**src/rtl/bresenham_line_rasterizer_macros.svh**
```systemverilog
// Assertion macros for the line rasterizer RTL.
// Depends on clk_i and rst_ni being present in the including module.
`ifndef BRESENHAM_LINE_RASTERIZER_MACROS_SVH
`define BRESENHAM_LINE_RASTERIZER_MACROS_SVH

`ifndef SYNTH

// Same-cycle implication, sampled on the rising clock, off during reset.
`define BLR_ASSERT_NOW(lbl, ante, cons, msg) \
  lbl: assert property (@(posedge clk_i) disable iff (!rst_ni) (ante) |-> (cons)) \
    else $error(msg);

// Next-cycle implication, sampled on the rising clock, off during reset.
`define BLR_ASSERT_NEXT(lbl, ante, cons, msg) \
  lbl: assert property (@(posedge clk_i) disable iff (!rst_ni) (ante) |=> (cons)) \
    else $error(msg);

`else

`define BLR_ASSERT_NOW(lbl, ante, cons, msg)
`define BLR_ASSERT_NEXT(lbl, ante, cons, msg)

`endif

`endif

```
**src/rtl/blr_pkg.sv**
```systemverilog
// Shared types and constants of the line rasterizer.
// No dependencies; imported by every RTL module of the block.
`default_nettype none

package blr_pkg;

  localparam int COORD_BITS = 6;
  // Decision value range is about +/- 2^(COORD_BITS+1); one sign bit on top.
  localparam int DW         = COORD_BITS + 3;
  localparam int QDEPTH     = 2;
  localparam int QAW        = 1;
  localparam int QCW        = 2;

  typedef logic [COORD_BITS-1:0] coord_t;

  typedef struct packed {
    coord_t x_start;
    coord_t y_start;
    coord_t x_end;
    coord_t y_end;
  } blr_req_t;

  typedef struct packed {
    coord_t pixel_x;
    coord_t pixel_y;
    logic   last_pixel;
  } blr_pix_t;

  // Classified line: ordered start point, major/minor lengths, directions.
  typedef struct packed {
    coord_t x0;
    coord_t y0;
    coord_t dl;
    coord_t ds;
    logic   major_y;
    logic   y_neg;
  } blr_line_t;

  // Queue status seen by the stepper.
  typedef struct packed {
    logic valid;
  } blr_qctl_t;

endpackage

`default_nettype wire

```
**src/rtl/blr_front.sv**
```systemverilog
// Front end: accepts line requests, orders endpoints and picks the major axis.
// Depends on blr_pkg.
`default_nettype none

module blr_front import blr_pkg::*; (
  input  wire logic      clk_i,
  input  wire logic      rst_ni,
  input  wire logic      start,
  input  wire blr_req_t  req_i,
  output logic           busy,
  input  wire logic      q_full_i,
  output logic           push_o,
  output blr_line_t      line_o
);

  logic      vld_q, vld_d;
  blr_line_t line_q;
  blr_line_t line_d;
  logic      accept;
  logic      swap;
  coord_t    xa, ya, xb, yb, dx, ady;
  logic      dy_neg;

  always_comb begin
    swap   = (req_i.x_end < req_i.x_start) ||
             ((req_i.x_end == req_i.x_start) && (req_i.y_end < req_i.y_start));
    xa     = swap ? req_i.x_end   : req_i.x_start;
    ya     = swap ? req_i.y_end   : req_i.y_start;
    xb     = swap ? req_i.x_start : req_i.x_end;
    yb     = swap ? req_i.y_start : req_i.y_end;
    dx     = xb - xa;
    dy_neg = yb < ya;
    ady    = dy_neg ? (ya - yb) : (yb - ya);

    line_d.x0      = xa;
    line_d.y0      = ya;
    line_d.major_y = (ady >= dx);
    line_d.dl      = line_d.major_y ? ady : dx;
    line_d.ds      = line_d.major_y ? dx  : ady;
    line_d.y_neg   = dy_neg;
  end

  assign push_o = vld_q && !q_full_i;
  assign busy   = vld_q && q_full_i;
  assign accept = start && !busy;
  assign line_o = line_q;

  assign vld_d = accept || (vld_q && !push_o);

  always_ff @(posedge clk_i or negedge rst_ni) begin
    if (!rst_ni) begin
      vld_q <= 1'b0;
    end else begin
      vld_q <= vld_d;
    end
  end

  always_ff @(posedge clk_i) begin
    if (accept) begin
      line_q <= line_d;
    end
  end

endmodule

`default_nettype wire

```
**src/rtl/blr_queue.sv**
```systemverilog
// Two-entry queue of classified lines between front end and stepper.
// Depends on blr_pkg and the assertion macro header.
`default_nettype none
`include "bresenham_line_rasterizer_macros.svh"

module blr_queue import blr_pkg::*; (
  input  wire logic      clk_i,
  input  wire logic      rst_ni,
  input  wire logic      push_i,
  input  wire blr_line_t line_i,
  output logic           full_o,
  input  wire logic      pop_i,
  output logic           valid_o,
  output blr_line_t      line_o
);

  blr_line_t          mem_q [QDEPTH];
  logic [QAW-1:0]     wr_ptr_q, rd_ptr_q;
  logic [QCW-1:0]     cnt_q, cnt_d;
  logic               do_pop;

  assign full_o  = (cnt_q == QCW'(QDEPTH));
  assign valid_o = (cnt_q != '0);
  assign do_pop  = pop_i && valid_o;
  assign line_o  = mem_q[rd_ptr_q];

  always_comb begin
    cnt_d = cnt_q;
    if (push_i && !do_pop) begin
      cnt_d = cnt_q + QCW'(1);
    end else if (!push_i && do_pop) begin
      cnt_d = cnt_q - QCW'(1);
    end
  end

  always_ff @(posedge clk_i or negedge rst_ni) begin
    if (!rst_ni) begin
      wr_ptr_q <= '0;
      rd_ptr_q <= '0;
      cnt_q    <= '0;
    end else begin
      cnt_q <= cnt_d;
      if (push_i) begin
        wr_ptr_q <= wr_ptr_q + QAW'(1);
      end
      if (do_pop) begin
        rd_ptr_q <= rd_ptr_q + QAW'(1);
      end
    end
  end

  always_ff @(posedge clk_i) begin
    if (push_i) begin
      mem_q[wr_ptr_q] <= line_i;
    end
  end

  `BLR_ASSERT_NOW(a_no_overflow, push_i, !full_o, "push into full queue")
  `BLR_ASSERT_NOW(a_cnt_bound, 1'b1, cnt_q <= QCW'(QDEPTH), "queue count beyond depth")
  `BLR_ASSERT_NEXT(a_cnt_grow, push_i && !do_pop, cnt_q == $past(cnt_q) + QCW'(1), "count stuck")

endmodule

`default_nettype wire

```
**src/rtl/blr_back.sv**
```systemverilog
// Back end: steps one queued line a pixel per cycle by the Bresenham rule.
// Depends on blr_pkg and the assertion macro header.
`default_nettype none
`include "bresenham_line_rasterizer_macros.svh"

module blr_back import blr_pkg::*; (
  input  wire logic      clk_i,
  input  wire logic      rst_ni,
  input  wire blr_qctl_t qctl_i,
  output logic           pop_o,
  input  wire blr_line_t line_i,
  output logic           pix_valid_o,
  output blr_pix_t       pix_o
);

  logic                  active_q;
  logic                  load;
  logic                  last;
  coord_t                x_q, y_q, rem_q, dl_q, ds_q;
  logic                  major_y_q, y_neg_q;
  logic signed [DW-1:0]  d_q, d_sub, d_n;
  logic signed [DW-1:0]  ds2, dl2;
  logic                  min_step, step_x, step_y;
  logic                  out_vld_q;
  blr_pix_t              pix_q;

  assign last  = (rem_q == '0);
  assign load  = qctl_i.valid && (!active_q || last);
  assign pop_o = load;

  always_comb begin
    ds2      = signed'({2'b00, ds_q, 1'b0});
    dl2      = signed'({2'b00, dl_q, 1'b0});
    d_sub    = d_q - ds2;
    min_step = d_sub[DW-1];
    d_n      = min_step ? (d_sub + dl2) : d_sub;
    step_x   = major_y_q ? min_step : 1'b1;
    step_y   = major_y_q ? 1'b1 : min_step;
  end

  always_ff @(posedge clk_i or negedge rst_ni) begin
    if (!rst_ni) begin
      active_q  <= 1'b0;
      out_vld_q <= 1'b0;
    end else begin
      out_vld_q <= active_q;
      if (load) begin
        active_q <= 1'b1;
      end else if (active_q && last) begin
        active_q <= 1'b0;
      end
    end
  end

  always_ff @(posedge clk_i) begin
    if (active_q) begin
      pix_q.pixel_x    <= x_q;
      pix_q.pixel_y    <= y_q;
      pix_q.last_pixel <= last;
    end
    if (load) begin
      x_q       <= line_i.x0;
      y_q       <= line_i.y0;
      dl_q      <= line_i.dl;
      ds_q      <= line_i.ds;
      rem_q     <= line_i.dl;
      major_y_q <= line_i.major_y;
      y_neg_q   <= line_i.y_neg;
      d_q       <= signed'({3'b000, line_i.dl});
    end else if (active_q) begin
      d_q   <= d_n;
      rem_q <= rem_q - COORD_BITS'(1);
      if (step_x) begin
        x_q <= x_q + COORD_BITS'(1);
      end
      if (step_y) begin
        y_q <= y_neg_q ? (y_q - COORD_BITS'(1)) : (y_q + COORD_BITS'(1));
      end
    end
  end

  assign pix_valid_o = out_vld_q;
  assign pix_o       = pix_q;

  `BLR_ASSERT_NEXT(a_active_emits, active_q, out_vld_q, "active cycle without pixel")
  `BLR_ASSERT_NOW(a_mid_line_active, out_vld_q && !pix_q.last_pixel, active_q, "line ended early")
  `BLR_ASSERT_NEXT(a_load_starts, load, active_q && (rem_q == $past(line_i.dl)), "load lost")

endmodule

`default_nettype wire

```
**src/rtl/bresenham_line_rasterizer.sv**
```systemverilog
// Top level of the Bresenham line rasterizer.
// Depends on blr_pkg, blr_front, blr_queue and blr_back.
//
// Usage:
//   Request channel: drive req_i with two endpoints and raise start; the
//   request transfers at a rising edge where start is high and busy is low.
//   Busy rises only when the front register holds a line and the two-entry
//   queue behind it is full.
//   Pixel channel: each pixel appears on pix_o for exactly one cycle with
//   pix_valid_o high; last_pixel marks the final pixel of a line. The
//   receiver cannot stall, so every strobed pixel is a completed transfer.
// Path: when the stepper is idle, the first pixel of a line passes the front
//   register, the queue, the stepper load and the output register, in that
//   order, after its request transfers.
// Throughput: a line of L = max(|dx|,|dy|) + 1 pixels holds the stepper while
//   its L pixels leave, one pixel per cycle; the stepper loads the next queued line in
//   the cycle of the last pixel, so lines follow without a gap. The single
//   stepper sets the sustained rate; the longest line has 64 pixels.
// Reset: rst_ni clears the front register, the queue and the stepper; no
//   pixel is strobed until a request has transferred.
`default_nettype none

module bresenham_line_rasterizer import blr_pkg::*; (
  input  wire logic     clk_i,
  input  wire logic     rst_ni,
  input  wire logic     start,
  input  wire blr_req_t req_i,
  output logic          busy,
  output logic          pix_valid_o,
  output blr_pix_t      pix_o
);

  // Front end to queue.
  logic      push;
  logic      q_full;
  blr_line_t front_line;

  // Queue to stepper.
  blr_qctl_t qctl;
  logic      q_valid;
  logic      q_pop;
  blr_line_t q_line;

  blr_front u_front (
    .clk_i    (clk_i),
    .rst_ni   (rst_ni),
    .start    (start),
    .req_i    (req_i),
    .busy     (busy),
    .q_full_i (q_full),
    .push_o   (push),
    .line_o   (front_line)
  );

  blr_queue u_queue (
    .clk_i   (clk_i),
    .rst_ni  (rst_ni),
    .push_i  (push),
    .line_i  (front_line),
    .full_o  (q_full),
    .pop_i   (q_pop),
    .valid_o (q_valid),
    .line_o  (q_line)
  );

  // Bundle the queue status for the stepper.
  assign qctl.valid = q_valid;

  blr_back u_back (
    .clk_i       (clk_i),
    .rst_ni      (rst_ni),
    .qctl_i      (qctl),
    .pop_o       (q_pop),
    .line_i      (q_line),
    .pix_valid_o (pix_valid_o),
    .pix_o       (pix_o)
  );

endmodule

`default_nettype wire

```
**config.mk**
```make
export PLATFORM = sky130hd
export DESIGN_NAME = bresenham_line_rasterizer
export DESIGN_NICKNAME = d
export VERILOG_FILES = /design/src/rtl/blr_pkg.sv /design/src/rtl/blr_front.sv /design/src/rtl/blr_queue.sv /design/src/rtl/blr_back.sv /design/src/rtl/bresenham_line_rasterizer.sv
export VERILOG_INCLUDE_DIRS = /design/src /design/src/rtl
export SDC_FILE = /design/constraint.sdc
export NUM_CORES = 1
export LEC_CHECK = 0
export ABC_AREA = 1
export BUFFER_PORTS_ARGS = -buffer_cell sky130_fd_sc_hd__buf_4
export CAP_MARGIN = 40
export CORE_AREA = 2 2 122 124
export DETAILED_ROUTE_END_ITERATION = 12
export DIE_AREA = 0 0 124 126
export HOLD_SLACK_MARGIN = 0.02
export PLACE_DENSITY = 0.75
export SLEW_MARGIN = 5
export SYNTH_ARGS = -nofsm -noshare
export SYNTH_HDL_FRONTEND = slang
export SYNTH_HIERARCHICAL = 1
export SYNTH_SLANG_ARGS = --single-unit
```
**constraint.sdc**
```tcl
create_clock -name clk_i -period 3.3 [get_ports clk_i]
set_input_delay 0.165 -clock clk_i [delete_from_list [all_inputs] [get_ports clk_i]]
set_output_delay 0.165 -clock clk_i [all_outputs]
set_load 0.1 [all_outputs]
```
# Word-level counts from Yosys, hierarchy flattened
# Memory sizes are Yosys's and may differ from the RTL's.
# Cells that the tools add are included.
# word_totals
regBits	87
latch_bits	0
ram_bits	52
romBits	0
input_bits	27
output_inout_bits	15
wordCells	98
memories	1
# classes
n_addsub	13
n_mul	0
div_mod_pow	0
n_lt_le_gt_ge	4
eq_ne	2
shift	0
muxes	27
n_bitwise	0
n_reduce_logical	27
# memory_table
memory	words	width	rd	rd_ports_with_merged_regs	write_ports	line	text
u_queue.mem_q	2	26	1	0	1	blr_queue.sv:17	blr_line_t mem_q [QDEPTH];
# op_table
op	n
$mux W6	18
$lt A6 B6 Y1	3
$sub A6 B6 Y6	3
$add A6 B1 Y6 const B	2
$reduce_bool A2 Y1	6
$sub A6 B1 Y6 const B	2
$logic_and A1 B1 Y1	10
$add A9 B8 Y9	1
$mux W9	1
$sub A9 B8 Y9	1
$eq A6 B6 Y1	1
$ge A6 B6 Y1	1
$logic_not A6 Y1	1
$mux W1	6
$logic_not A1 Y1	5
$mux W2	2
$reduce_and A2 Y1	2
$logic_or A1 B1 Y1	3
$add A1 B1 Y1 const B	2
$add A2 B1 Y2 const B	1
$eq A2 B2 Y1 const B	1
$sub A2 B1 Y2 const B	1

# Depth between registers and ports, before layout
# depth
ltp_word	8
mapped_depth	30
ltp_nobuf	28

# Modules after synthesis
# Netlist, hierarchy kept.
# modules_own_cells
mod	instances	cells_per_inst	area_each_um2	seq_area_each_um2
blr_back	1	311	2994.1	1611.5
blr_front	1	359	2552.4	805.8
blr_queue	1	163	2147.1	1661.6

# Worst setup path after synthesis
# OpenSTA, ideal clock, no wires.
# synth_timing
path_kind	input-to-reg
from	input req_i[15] (netlist bit)
to	register u_front.line_q, in the netlist u_front/line_o[12], data pin
setup_ps	253
arrival_time_ps	3180
required_time_ps	3047
path_slack_ps	-133
cell_stages	26
n_path_buf	3
path_cell_list	inv_1 > ha_1 > buf_2 > nand2_1 > nand2_1 > a21oi_2 > nand3_4 > nand2_4 > buf_4 > nand2_1 > o21ai_2 > o21ai_0 > ha_1 > or2_4 > nand2_1 > nand2_1 > nand2_1 > nand2_1 > ha_1 > nand2_1 > o21a_1 > nand3_1 > inv_1 > buf_2 > nand3_1 > nand2_1
# synth_rtl
element	line	text
start: declaration	bresenham_line_rasterizer.sv:27	input wire blr_req_t req_i,
end signal: assignment	blr_front.sv:60	line_q <= line_d;
end: declaration	blr_front.sv:17	blr_line_t line_q;

==> impl_metrics.toml <==
[synthesis]
synth_top_area_share_pct = 49.96
ys_async_sr_fraction_pct = 5.072
synthCells = 833
synth_edf_count = 128
synth_cell_types = 43
yosysMostFrequentCell = "nand2_1"
yosys_warnings = 6
netlist_area_mm2 = 0.007694
synth_top_area_cell = "edfxtp_1"
ys_top_cells_by_area = "edfxtp_1 (50%), nand2_1 (14%), ha_1 (6.7%)"
synth_common_cells = "nand2_1 (294), edfxtp_1 (128), inv_1 (110)"
seq_area_frac_synth_pct = 53.02
syn-num-nets = 904
synth-seq-cells = 138
synthFlopType = "edfxtp_1"
synth_area_per_cell_um2 = 9.236

[clocking]
clockRootBuffer = "clkbuf_16"
cts_sinks = 138
numCtsBuffers = 17
htree_levels = 4
clock_latency_ns = 0.40
cts_tree = "built"
clk_pin_slew_ns = 0.05
clock_path_buffers = 2

[sta]
fin_skew_ns = 0.008293
timing.final.ws_setup_ns = 0.1123
fin_crit_ns = 3.188
tightest_slew_ns = 0.7732
final-setup-viol-count = 0
finalHoldViolCount = 0
fin_tns_setup_ns = 0
fin_hold_ws_ns = 0.1028
fmax_ghz = 0.3137
slew_violations = 0
slew-limit-headroom_pct = 48.45
finalCritPeriodShare_pct = 96.60

[placed_design]
io_buffer_count = 41
globalplace.congestion = 0.9153
dp_hpwl_mm = 11.35
dp_slack_ns = -0.2541

[global_route]
grt_antenna_before_repair = 0
grt_use_total_pct = 20.67
first_global_vias = 5507
grt_pass1_wl_mm = 25.27
grt_max_degree = 39
grt_overflow = 0

[setup_path]
worstPathRequired_ns = 3.45
cp_common_cell = "nand2_1"
slowest_delay_ns = 0.29
cp_max_fo = 6
critical-path-slowest-cell = "ha_1"
worstSetupPathType = "in -> reg"
crit_path_start_kind = "input pin"
r2r_cells = 15
critPathCaptureType = "flop"
worstPathArrival_ns = 3.34

[drt]
vias_per_cell = 5.076
wl_mm = 15.69
top_layer = "met4"
ant_nets = 0
dr.first_iter.drc_count = 380
wl_met1_mm = 6.797
wl_met3_um = 635
vias = 5934
wl_met2_mm = 8.041
drc = 0
routedWlPerCell_um = 13.42
dr.pass1.iters = 5

[final_layout]
drive_gt1_share_pct = 24.57
area_growth_pct = 25.30
register_area_mm2 = 0.004079
multi_input_area_mm2 = 0.003266
antennaDiodeCount = 0
nets = 1043
nFillCells = 1076

[power]
p_sw_share_pct = 41.74
leakage_nw = 4.554
power.switching_mw = 4.155
ir_drop_mv = 0.4344
powerDensity_mw_per_mm2 = 1033
seq_power_share_pct = 33.3
intPower_mw = 5.799
finalPower_mw = 9.955
power.share.clock_pct = 18.0
pwr-share-comb_pct = 48.7

[outcome]
run_status = "completed"

[floorplan]
die_area_mm2 = 0.01562
ios = 42
die_h_um = 126
die_w_um = 124
start_util_pct = 53.75
core_mm2 = 0.01431
floorplan.rows = 44

[min_path]
hold_class = "in -> async"

[run]
cap_violations = 0
-- cell type report --
cell class | count | area share, %
timing repair buffer | 138 | 10.99
multi-input combinational | 563 | 33.87
clock buffer | 25 | 4.932
clock inverter | 7 | 0.9604
inverter | 114 | 4.543
tap | 184 | 2.388
sequential | 138 | 42.31
-- stage by stage --
stage,utilization (%),area [um2],cells
after floorplan,-,7787,833
after CTS,65.85,9425,1163
after global placement,61.74,8837,1129
after detailed placement,61.74,8837,1129
final,67.35,9641,1169
after global routing,67.35,9641,1169
-- critical path: cells and delay by family --
| family | cells | cell delay [ns] |
|---|---|---|
| AOI/OAI and AO/OA | 2 | 0.32 |
| buffers and inverters | 6 | 0.55 |
| adders and majority gates | 3 | 0.74 |
| and+or+nand+nor | 16 | 1.55 |
-- power groups by stage --
stage | logic [mW] | registers, mW | clock network (mW)
final | 4.85 | 3.31 | 1.79
after global routing | 5.45 | 3.39 | 1.89
after CTS | 4.75 | 3.32 | 1.82
after detailed placement | 4.67 | 3.34 | 0
after global placement | 4.54 | 3.30 | 0
after floorplan | 3.04 | 3.89 | 0
-- per-layer routing --
layer / up-vias / global-route usage (%)
met5: - / 0
met4: 0 / 6.213
li1: 3020 / -
met1: 2746 / 26.16
met3: 16 / 4.121
met2: 152 / 35.68
-- timing repair --
| action | 4_1_cts | 5_1_grt |
|---|---|---|
| endpoints found under the hold margin | 8 | 0 |
| hold buffers | 2 | 0 |
| setup buffers | 0 | 4 |
| endpoints found under the setup margin | 0 | 13 |
| gates resized for setup | 0 | 31 |
-- cell families (layout without fill, tap and decap cells) --
group	after synthesis	count (layout)	synth area share (%)
AND/OR/NAND/NOR	421	422	23.37
flip-flops	138	138	53.02
buffers and inverters	133	284	7.611
AO/OA/AOI/OAI	76	76	6.066
adder cells (fa/ha/maj)	44	44	7.448
XOR/XNOR	21	21	2.488
-- flip-flops by register name (all words and copies together), names as in the netlist, 8 cells and up --
name,cells
u_back/d_q,8
u_back/pix_o,13
u_front/line_o,26
u_queue/mem_q,52
-- final timing paths --
path / start / end / slack (ns)
setup / recovery: req_i[14] / u_front/line_o[7] / 0.11
hold / removal: rst_ni / u_queue/cnt_q[0] / 0.10
setup reg to reg: u_back/ds_q[0] / u_back/d_q[7] / 0.63
hold reg to reg: u_front/line_o[18] / u_queue/mem_q[1][18] / 0.45
max in group asynchronous: rst_ni / u_queue/cnt_q[1] / 3.08
min in group clk_i: req_i[11] / u_front/line_o[25] / 0.20
-- cell usage in the layout, fill, tap and decap left out, types with 2 or more instances in the layout --
master / count
inv_2: 6
nand2_4: 3
clkinvlp_4: 2
dfrtp_1: 7
nor2_4: 2
bufinv_16: 2
ha_1: 29
clkbuf_16: 17
nand2_2: 23
dfxtp_1: 3
buf_6: 5
o211ai_1: 4
nor3_1: 2
clkbuf_8: 2
inv_1: 106
buf_4: 131
nand3_1: 58
xor2_1: 11
a21oi_2: 5
o21ai_2: 8
xnor2_1: 9
nor2_2: 5
nand2_1: 287
a21oi_1: 14
o21ai_0: 25
edfxtp_1: 128
clkbuf_1: 6
nand4_1: 6
dlygate4sd3_1: 2
nand3_2: 6
nor2_1: 21
fa_1: 3
nand3_4: 3
ha_4: 11
o21bai_1: 5
o21ai_1: 10
o21bai_2: 2
(Power assumes the default switching activity.)
